**src/design/espf_pkg.sv**
```systemverilog
// ----------------------------------------------------------------------------
// espf_pkg
// Shared types and constants for the ellipse span filler.
// ----------------------------------------------------------------------------
package espf_pkg;

    localparam int COORD_BITS = 10;
    localparam int SIZE_W     = 6;
    localparam int OUT_W      = 11;
    localparam int MUL_W      = 12;               // multiplier operand width
    localparam int PROD_W     = 26;               // unsigned squared terms
    localparam int SQ_W       = PROD_W + 1;       // signed squared terms
    localparam int LIN_W      = 21;               // signed linear terms
    localparam int Y_W        = COORD_BITS + 3;   // signed doubled row cursor
    localparam int QDEPTH     = 2;
    localparam int QPTR_W     = $clog2(QDEPTH);

    typedef struct packed {
        logic [COORD_BITS-1:0] box_left;
        logic [COORD_BITS-1:0] box_top;
        logic [SIZE_W-1:0]     box_width;
        logic [SIZE_W-1:0]     box_height;
    } box_t;

    typedef struct packed {
        logic [OUT_W-1:0] line_x;
        logic [OUT_W-1:0] line_top;
        logic [OUT_W-1:0] line_bottom;
        logic             last_line;
    } span_t;

    // One classified box, handed from the front to the back.
    typedef struct packed {
        logic [COORD_BITS-1:0]   bx;
        logic [COORD_BITS-1:0]   by;
        logic [SIZE_W-1:0]       w;
        logic [SIZE_W-1:0]       h;
        logic                    empty_shape;
        logic [MUL_W-1:0]        w2;
        logic [MUL_W-1:0]        h2;
        logic [PROD_W-1:0]       whsq;
        logic [PROD_W-1:0]       a0;
        logic signed [LIN_W-1:0] r0;
    } job_t;

endpackage

```
**src/design/espf_front.sv**
```systemverilog
// ----------------------------------------------------------------------------
// espf_front
// Accepts a box, saturates its size and computes the squared terms of the
// ellipse test on one shared multiplier, then pushes the job to the queue.
// ----------------------------------------------------------------------------
module espf_front
    import espf_pkg::*;
#(
    parameter int MAX_SIZE = 62
)
(
    input  logic clk,
    input  logic rst_n,
    input  logic start,
    output logic busy,
    input  box_t box,
    input  logic q_full,
    output logic q_push,
    output job_t q_data
);

    typedef enum logic [2:0] {
        F_IDLE,
        F_WW,
        F_HH,
        F_DD,
        F_WH,
        F_A0,
        F_R0,
        F_PUSH
    } fstate_t;

    fstate_t state_reg, state_next;

    logic [COORD_BITS-1:0]   bx_reg, by_reg;
    logic [SIZE_W-1:0]       w_reg, h_reg;
    logic [MUL_W-1:0]        w2_reg, h2_reg, dd_reg;
    logic [PROD_W-1:0]       whsq_reg, a0_reg;
    logic signed [LIN_W-1:0] r0_reg;

    logic [SIZE_W-1:0]       w_sat, h_sat, dm;
    logic [MUL_W-1:0]        op_a, op_b;
    logic [2*MUL_W-1:0]      prod;
    logic signed [LIN_W-1:0] r_mag;
    logic                    accept;

    assign accept = start && (state_reg == F_IDLE);
    assign busy   = (state_reg != F_IDLE);

    assign w_sat = (box.box_width > SIZE_W'(MAX_SIZE)) ? SIZE_W'(MAX_SIZE) : box.box_width;
    assign h_sat = (box.box_height > SIZE_W'(MAX_SIZE)) ? SIZE_W'(MAX_SIZE) : box.box_height;

    // |1 - w|
    assign dm = (w_reg == '0) ? SIZE_W'(1) : w_reg - SIZE_W'(1);

    always_comb
    begin
        unique case (state_reg)
            F_WW:
            begin
                op_a = MUL_W'(w_reg);
                op_b = MUL_W'(w_reg);
            end
            F_HH:
            begin
                op_a = MUL_W'(h_reg);
                op_b = MUL_W'(h_reg);
            end
            F_DD:
            begin
                op_a = MUL_W'(dm);
                op_b = MUL_W'(dm);
            end
            F_WH:
            begin
                op_a = w2_reg;
                op_b = h2_reg;
            end
            F_A0:
            begin
                op_a = dd_reg;
                op_b = h2_reg;
            end
            F_R0:
            begin
                op_a = MUL_W'(dm);
                op_b = h2_reg;
            end
            default:
            begin
                op_a = '0;
                op_b = '0;
            end
        endcase
    end

    assign prod  = op_a * op_b;
    assign r_mag = $signed({1'b0, prod[LIN_W-2:0]});

    always_comb
    begin
        state_next = state_reg;
        unique case (state_reg)
            F_IDLE: if (start) state_next = F_WW;
            F_WW:   state_next = F_HH;
            F_HH:   state_next = F_DD;
            F_DD:   state_next = F_WH;
            F_WH:   state_next = F_A0;
            F_A0:   state_next = F_R0;
            F_R0:   state_next = F_PUSH;
            F_PUSH: if (!q_full) state_next = F_IDLE;
            default: state_next = F_IDLE;
        endcase
    end

    always_ff @(posedge clk or negedge rst_n)
    begin
        if (!rst_n)
        begin
            state_reg <= F_IDLE;
        end
        else
        begin
            state_reg <= state_next;
        end
    end

    always_ff @(posedge clk)
    begin
        if (accept)
        begin
            bx_reg <= box.box_left;
            by_reg <= box.box_top;
            w_reg  <= w_sat;
            h_reg  <= h_sat;
        end
        unique case (state_reg)
            F_WW:    w2_reg   <= prod[MUL_W-1:0];
            F_HH:    h2_reg   <= prod[MUL_W-1:0];
            F_DD:    dd_reg   <= prod[MUL_W-1:0];
            F_WH:    whsq_reg <= PROD_W'(prod);
            F_A0:    a0_reg   <= PROD_W'(prod);
            F_R0:    r0_reg   <= (w_reg == '0) ? r_mag : -r_mag;
            default: ;
        endcase
    end

    assign q_push = (state_reg == F_PUSH) && !q_full;

    always_comb
    begin
        q_data.bx          = bx_reg;
        q_data.by          = by_reg;
        q_data.w           = w_reg;
        q_data.h           = h_reg;
        q_data.empty_shape = (w_reg == '0) || (h_reg == '0);
        q_data.w2          = w2_reg;
        q_data.h2          = h2_reg;
        q_data.whsq        = whsq_reg;
        q_data.a0          = a0_reg;
        q_data.r0          = r0_reg;
    end

endmodule

```
**src/design/espf_queue.sv**
```systemverilog
// ----------------------------------------------------------------------------
// espf_queue
// Short FIFO of classified jobs between the front and the back.
// ----------------------------------------------------------------------------
module espf_queue
    import espf_pkg::*;
(
    input  logic clk,
    input  logic rst_n,
    input  logic push,
    input  job_t push_data,
    output logic full,
    input  logic pop,
    output job_t head,
    output logic empty
);

    job_t              entry_reg [QDEPTH];
    logic [QPTR_W-1:0] wr_ptr_reg, rd_ptr_reg;
    logic [QPTR_W:0]   count_reg;

    assign full  = (count_reg == (QPTR_W+1)'(QDEPTH));
    assign empty = (count_reg == '0);
    assign head  = entry_reg[rd_ptr_reg];

    always_ff @(posedge clk or negedge rst_n)
    begin
        if (!rst_n)
        begin
            wr_ptr_reg <= '0;
            rd_ptr_reg <= '0;
            count_reg  <= '0;
        end
        else
        begin
            if (push)
            begin
                wr_ptr_reg <= (wr_ptr_reg == QPTR_W'(QDEPTH-1)) ? '0 : wr_ptr_reg + 1'b1;
            end
            if (pop)
            begin
                rd_ptr_reg <= (rd_ptr_reg == QPTR_W'(QDEPTH-1)) ? '0 : rd_ptr_reg + 1'b1;
            end
            if (push && !pop)
            begin
                count_reg <= count_reg + 1'b1;
            end
            else if (pop && !push)
            begin
                count_reg <= count_reg - 1'b1;
            end
        end
    end

    always_ff @(posedge clk)
    begin
        if (push)
        begin
            entry_reg[wr_ptr_reg] <= push_data;
        end
    end

endmodule

```
**src/design/espf_back.sv**
```systemverilog
// ----------------------------------------------------------------------------
// espf_back
// Walks the columns of one job, moves the row cursor up with incremental
// squared terms and emits the segment and its mirror for each column.
// ----------------------------------------------------------------------------
module espf_back
    import espf_pkg::*;
(
    input  logic  clk,
    input  logic  rst_n,
    input  logic  q_empty,
    input  job_t  q_head,
    output logic  q_pop,
    output logic  span_strobe,
    output span_t span
);

    typedef enum logic [1:0] {
        B_IDLE,
        B_TEST,
        B_MIRROR
    } bstate_t;

    bstate_t state_reg, state_next;

    logic [OUT_W-1:0]        x_reg;
    logic [SIZE_W-2:0]       col_reg, last_col_reg;
    logic                    empty_shape_reg;
    logic [MUL_W-1:0]        w2_reg, h2_reg;
    logic [PROD_W-1:0]       whsq_reg;
    logic signed [SQ_W-1:0]  a_reg, q_reg;
    logic signed [LIN_W-1:0] r_reg, p_reg;
    logic signed [Y_W-1:0]   y_reg;
    logic [Y_W-1:0]          base_reg;
    logic [OUT_W:0]          mir_reg;

    logic signed [SQ_W:0]    sum_aq;
    logic                    in_shape;
    logic [OUT_W-1:0]        top_val, bottom_val, mirror_x;
    logic signed [Y_W:0]     diff;
    logic [OUT_W:0]          mirror_full;
    logic signed [SQ_W-1:0]  w2_sq, h2_sq, p_sq, r_sq;
    logic                    last_col;

    assign sum_aq   = {a_reg[SQ_W-1], a_reg} + {q_reg[SQ_W-1], q_reg};
    assign in_shape = !empty_shape_reg && (sum_aq <= $signed({2'b00, whsq_reg}));

    assign top_val     = y_reg[Y_W-1] ? '0 : y_reg[OUT_W:1];
    assign diff        = $signed({1'b0, base_reg}) - $signed({y_reg[Y_W-1], y_reg});
    assign bottom_val  = diff[OUT_W:1];
    assign mirror_full = mir_reg - {1'b0, x_reg};
    assign mirror_x    = mirror_full[OUT_W-1:0];
    assign last_col    = (col_reg == last_col_reg);

    assign w2_sq = $signed({{(SQ_W-MUL_W){1'b0}}, w2_reg});
    assign h2_sq = $signed({{(SQ_W-MUL_W){1'b0}}, h2_reg});
    assign p_sq  = {{(SQ_W-LIN_W){p_reg[LIN_W-1]}}, p_reg};
    assign r_sq  = {{(SQ_W-LIN_W){r_reg[LIN_W-1]}}, r_reg};

    assign q_pop = (state_reg == B_IDLE) && !q_empty;

    always_comb
    begin
        state_next = state_reg;
        unique case (state_reg)
            B_IDLE:   if (!q_empty) state_next = B_TEST;
            B_TEST:   if (!in_shape) state_next = B_MIRROR;
            B_MIRROR: state_next = last_col ? B_IDLE : B_TEST;
            default:  state_next = B_IDLE;
        endcase
    end

    always_ff @(posedge clk or negedge rst_n)
    begin
        if (!rst_n)
        begin
            state_reg   <= B_IDLE;
            span_strobe <= 1'b0;
            span        <= '0;
        end
        else
        begin
            state_reg   <= state_next;
            span_strobe <= 1'b0;
            if (state_reg == B_TEST && !in_shape)
            begin
                span_strobe      <= 1'b1;
                span.line_x      <= x_reg;
                span.line_top    <= top_val;
                span.line_bottom <= bottom_val;
                span.last_line   <= 1'b0;
            end
            else if (state_reg == B_MIRROR)
            begin
                span_strobe      <= 1'b1;
                span.line_x      <= mirror_x;
                span.line_top    <= top_val;
                span.line_bottom <= bottom_val;
                span.last_line   <= last_col;
            end
        end
    end

    always_ff @(posedge clk)
    begin
        unique case (state_reg)
            B_IDLE:
            begin
                if (!q_empty)
                begin
                    x_reg           <= {1'b0, q_head.bx};
                    col_reg         <= '0;
                    last_col_reg    <= q_head.w[SIZE_W-1:1];
                    empty_shape_reg <= q_head.empty_shape;
                    w2_reg          <= q_head.w2;
                    h2_reg          <= q_head.h2;
                    whsq_reg        <= q_head.whsq;
                    a_reg           <= $signed({1'b0, q_head.a0});
                    r_reg           <= q_head.r0;
                    // candidate dy starts at -1
                    q_reg           <= $signed({{(SQ_W-MUL_W){1'b0}}, q_head.w2});
                    p_reg           <= -$signed({{(LIN_W-MUL_W){1'b0}}, q_head.w2});
                    y_reg           <= $signed({2'b00, q_head.by, 1'b0})
                                       + $signed({{(Y_W-SIZE_W){1'b0}}, q_head.h});
                    base_reg        <= {1'b0, q_head.by, 2'b00}
                                       + {{(Y_W-SIZE_W-1){1'b0}}, q_head.h, 1'b0};
                    mir_reg         <= {1'b0, q_head.bx, 1'b0}
                                       + {{(OUT_W+1-SIZE_W){1'b0}}, q_head.w};
                end
            end
            B_TEST:
            begin
                // step the cursor up one row while the next pixel is inside
                if (in_shape)
                begin
                    y_reg <= y_reg - Y_W'(2);
                    q_reg <= q_reg - (p_sq <<< 2) + (w2_sq <<< 2);
                    p_reg <= p_reg - LIN_W'(w2_sq <<< 1);
                end
            end
            B_MIRROR:
            begin
                // advance to the next column: dx grows by two
                x_reg   <= x_reg + 1'b1;
                col_reg <= col_reg + 1'b1;
                a_reg   <= a_reg + (r_sq <<< 2) + (h2_sq <<< 2);
                r_reg   <= r_reg + LIN_W'(h2_sq <<< 1);
            end
            default: ;
        endcase
    end

endmodule

```
**src/design/ellipse_span_filler_unit.sv**
```systemverilog
// ----------------------------------------------------------------------------
// ellipse_span_filler_unit
// Fills the ellipse inscribed in a box with vertical segments, two per
// column from the left edge to the center.
// ----------------------------------------------------------------------------
//  Channel   Handshake              Payload
//  box in    start / busy           box   (box_t)
//  span out  span_strobe, 1 cycle   span  (span_t)
//
//  The front computes its products in turn on its single 12x12 multiplier, then
//  hands the box to a two-entry queue, waiting while the queue is full. The back
//  loads a job, then for each column steps the cursor up one row at a time while
//  the next pixel is inside and emits the segment and its mirror.
//  Reset clears all control state; no clearing pass is needed.
//  Segments cannot be stalled; busy drops once the front hands off its box.
// ----------------------------------------------------------------------------
module ellipse_span_filler_unit
    import espf_pkg::*;
#(
    parameter int MAX_SIZE = 62
)
(
    input  logic  clk,
    input  logic  rst_n,
    input  logic  start,
    output logic  busy,
    input  box_t  box,
    output logic  span_strobe,
    output span_t span
);

    logic q_full, q_push, q_pop, q_empty;
    job_t q_data, q_head;

    espf_front #(
        .MAX_SIZE (MAX_SIZE)
    ) u_front (
        .clk    (clk),
        .rst_n  (rst_n),
        .start  (start),
        .busy   (busy),
        .box    (box),
        .q_full (q_full),
        .q_push (q_push),
        .q_data (q_data)
    );

    espf_queue u_queue (
        .clk       (clk),
        .rst_n     (rst_n),
        .push      (q_push),
        .push_data (q_data),
        .full      (q_full),
        .pop       (q_pop),
        .head      (q_head),
        .empty     (q_empty)
    );

    espf_back u_back (
        .clk         (clk),
        .rst_n       (rst_n),
        .q_empty     (q_empty),
        .q_head      (q_head),
        .q_pop       (q_pop),
        .span_strobe (span_strobe),
        .span        (span)
    );

endmodule

```
**config.mk**
```make
export PLATFORM = sky130hd
export DESIGN_NAME = ellipse_span_filler_unit
export DESIGN_NICKNAME = d
export VERILOG_FILES = /design/src/design/espf_pkg.sv /design/src/design/espf_front.sv /design/src/design/espf_queue.sv /design/src/design/espf_back.sv /design/src/design/ellipse_span_filler_unit.sv
export SDC_FILE = /design/constraint.sdc
export NUM_CORES = 1
export LEC_CHECK = 0
export BUFFER_PORTS_ARGS = -buffer_cell sky130_fd_sc_hd__buf_2
export CAP_MARGIN = 30
export CORE_MARGIN = 1.5
export CORE_UTILIZATION = 23
export DETAILED_ROUTE_END_ITERATION = 6
export PLACE_DENSITY_LB_ADDON = 0.25
export SLEW_MARGIN = 20
export SYNTH_ARGS = -nofsm -noshare
export SYNTH_HDL_FRONTEND = slang
export SYNTH_HIERARCHICAL = 1
export SYNTH_SLANG_ARGS = --single-unit
export TNS_END_PERCENT = 50
```
**constraint.sdc**
```tcl
create_clock -name clk -period 11.2 [get_ports clk]
set_input_delay 2.24 -clock clk [delete_from_list [all_inputs] [get_ports clk]]
set_output_delay 2.24 -clock clk [all_outputs]
set_load 0.02 [all_outputs]
```
==> reports/results.txt <==
Max reg flops - 260
Synth Instances - 3037
F_max - 120 MHz
Synth top area share - 48.4%
Share of layout cells above drive strength 1 - 13.0%
Synth area leader - edfxtp_1
Xor/xnor share of the synthesized area - 4.28%
Max Slew Vio Count - 0
Max-cap violations - 0
Layout Nets - 3551
Critical path peak fanout - 12
Input/output buffers - 70
Synth Area per Inst - 12.3 um2
Vias - 22.7k
CTS buffer count - 75
Rel. slew slack - 35.5%
Initial Util - 23.2%
Count of cell types in the netlist - 86
First-pass DRT Iterations - 5
Die height - 405 um
Core Area - 161000 um2
Largest family of logic cells by synthesized area - adder cells
Crit end category - flop
Clock Sinks - 644
Post-synthesis compound-gate area fraction - 9.80%
Layout area overhead - 15.0%
# rows - 147
Via density per instance - 4.23
Skew-Pair Late Insertion Delay - 0.67 ns
Synthesized area - 37300 um2
Root Driver - clkbuf_16
Die ar. - 164000 um2
RSZ-0062 raised after global routing - false
Non-filler cells, final - 5359
CTS tree - built
Setup Fix Bufs, Post-CTS - 0
Cell area after layout - 42800 um2
WL per Instance - 17.6 um
Detailed Place HPWL - 69700 um
Crit path DAT - 8.74 ns
# fillers - 16.8k
Post-synthesis register bit count - 644
Post-Synth Simple-Gate Area - 8.68%
FF+latch area - 19100 um2
H-tree depth - 3
Final Hold Vio Count - 0
Final GP Congestion - 0.851
Setup TNS - 0 ns
Placed insts - 5212
Yosys warns - 6
PnR worst setup slack - 2.86 ns
Global-route wire length before repair - 143000 um
IO Count - 71
WL final - 94300 um
Req. time, crit path - 11.60 ns
Min cycle time layout - 8.34 ns
CP Class - reg2reg
Fin crit share - 74.5%
Post-synth ARST share - 6.83%
Post-synthesis mux area share - 5.79%
Worst Hold Class - reg2reg
Routed Antenna Nets - 0
Post-cts resize count - 0
Pre-CTS setup slack - 2.85 ns
Initial antenna violation count - 1
Area after DPL - 40200 um2
Synth top area cells - edfxtp_1, ha_1, fa_1, mux2_4, inv_1
Post-synth top cells - edfxtp_1, inv_1, nand2_1, ha_1, nor2_1
Status - finished, final reports clean
DRC - 0
Number of synthesized flops with an enable pin - 600
Setup crit start kind - flop
Die X-Extent - 405 um
Ys flop type - edfxtp_1
Tot GR Track Use - 11.5%
Largest net degree at the start of global routing - 81
Count leader, synth - edfxtp_1
Post-synthesis sequential area ratio - 51.3%
CTS Buffer Depth - 3
GRT Residual Overflow - 0
Number of global-route vias before repair - 23.2k
Multi-input gate area - 16500 um2
Slew @ Worst Pin - 0.968 ns
Clk_skew - 0.0321 ns
Worst-path clk slew - 0.06 ns
CTS Hold Bufs - 0
Initial DRC count - 1239
Endpoints failing setup - 0
Adder-cell share of the synthesized area - 15.6%
[cell families after synthesis]
kind of cell             Yosys count
flip-flops                       644
XOR/XNOR                         182
AND/OR/NAND/NOR                  695
adder cells (fa/ha/maj)          384
other                              1
AO/OA/AOI/OAI                    555
buffers and inverters            420
multiplexers                     156
[final timing paths]
| kind | start | end | slack [ns] | cells past startpoint |
|---|---|---|---|---|
| worst max-delay path | u_front/w_reg[3] | u_front/r0_reg[20] | 2.86 | 22 |
| worst min-delay path | u_front/a0_reg[23] | u_queue/entry_reg[0][44] | 0.44 | 0 |
| worst max register to register | u_front/w_reg[3] | u_front/r0_reg[20] | 2.86 | 22 |
| worst min register to register | u_front/a0_reg[23] | u_queue/entry_reg[0][44] | 0.44 | 0 |
| max in group asynchronous | rst_n | u_queue/rd_ptr_reg | 8.92 | 2 |
| min in group asynchronous | rst_n | u_back/span_strobe | 1.70 | 2 |
[worst max-delay path: stages, from the launching register on]
cell	delay, ns
edfxtp_1	0.51
or3_1	0.46
nor2_1	0.73
nor2_1	0.16
a221o_1	0.58
nand2_1	0.18
fa_1	0.44
fa_1	0.51
inv_1	0.05
fa_1	0.46
fa_1	0.55
inv_1	0.06
fa_1	0.53
inv_1	0.04
ha_1	0.37
a211o_1	0.34
a211o_1	0.29
a211o_1	0.34
or4b_4	0.58
a211oi_4	0.21
nand3_1	0.16
or3_1	0.35
o21a_1	0.17
[metrics by stage]
| step | util [%] | hold slack, ns |
|---|---|---|
| floorplan | - | 0.421 |
| global placement | 25.0 | 0.422 |
| detailed placement | 25.0 | 0.429 |
| CTS | 26.6 | 0.438 |
| global route | 26.6 | 0.450 |
| finish | 26.6 | 0.438 |
[layout by cell type, fill, tap and decap left out, types with 39 or more instances in the layout]
master,n
edfxtp_1,600
inv_1,329
nand2_1,267
ha_1,252
nor2_1,157
o21ai_0,155
a21oi_1,142
fa_1,132
xnor2_1,118
mux2_4,108
clkbuf_16,77
buf_2,70
xor2_1,64
nand3_1,45
mux2_2,45
dfrtp_1,43
a21o_1,39
[per-layer routing]
metal,up-vias,track usage [%],wire length (um)
li1,11100,-,-
met1,11100,16.4,46500
met2,386,17.9,42200
met3,107,1.93,3610
met4,0,3.15,2020
met5,-,0,0
[final cells by class]
class	count	area share [%]
Antenna cell	5	0.0292
Clock buffer	100	4.82
Clock inverter	39	1.14
Inverter	331	2.91
Multi-Input combinational cell	1976	38.5
Sequential cell	644	44.6
Tap cell	2160	6.31
Timing Repair Buffer	104	1.63
Power is left out: the tool's default activity adds up to more than one toggle a clock period on the data nets, which glitch-free logic cannot reach.
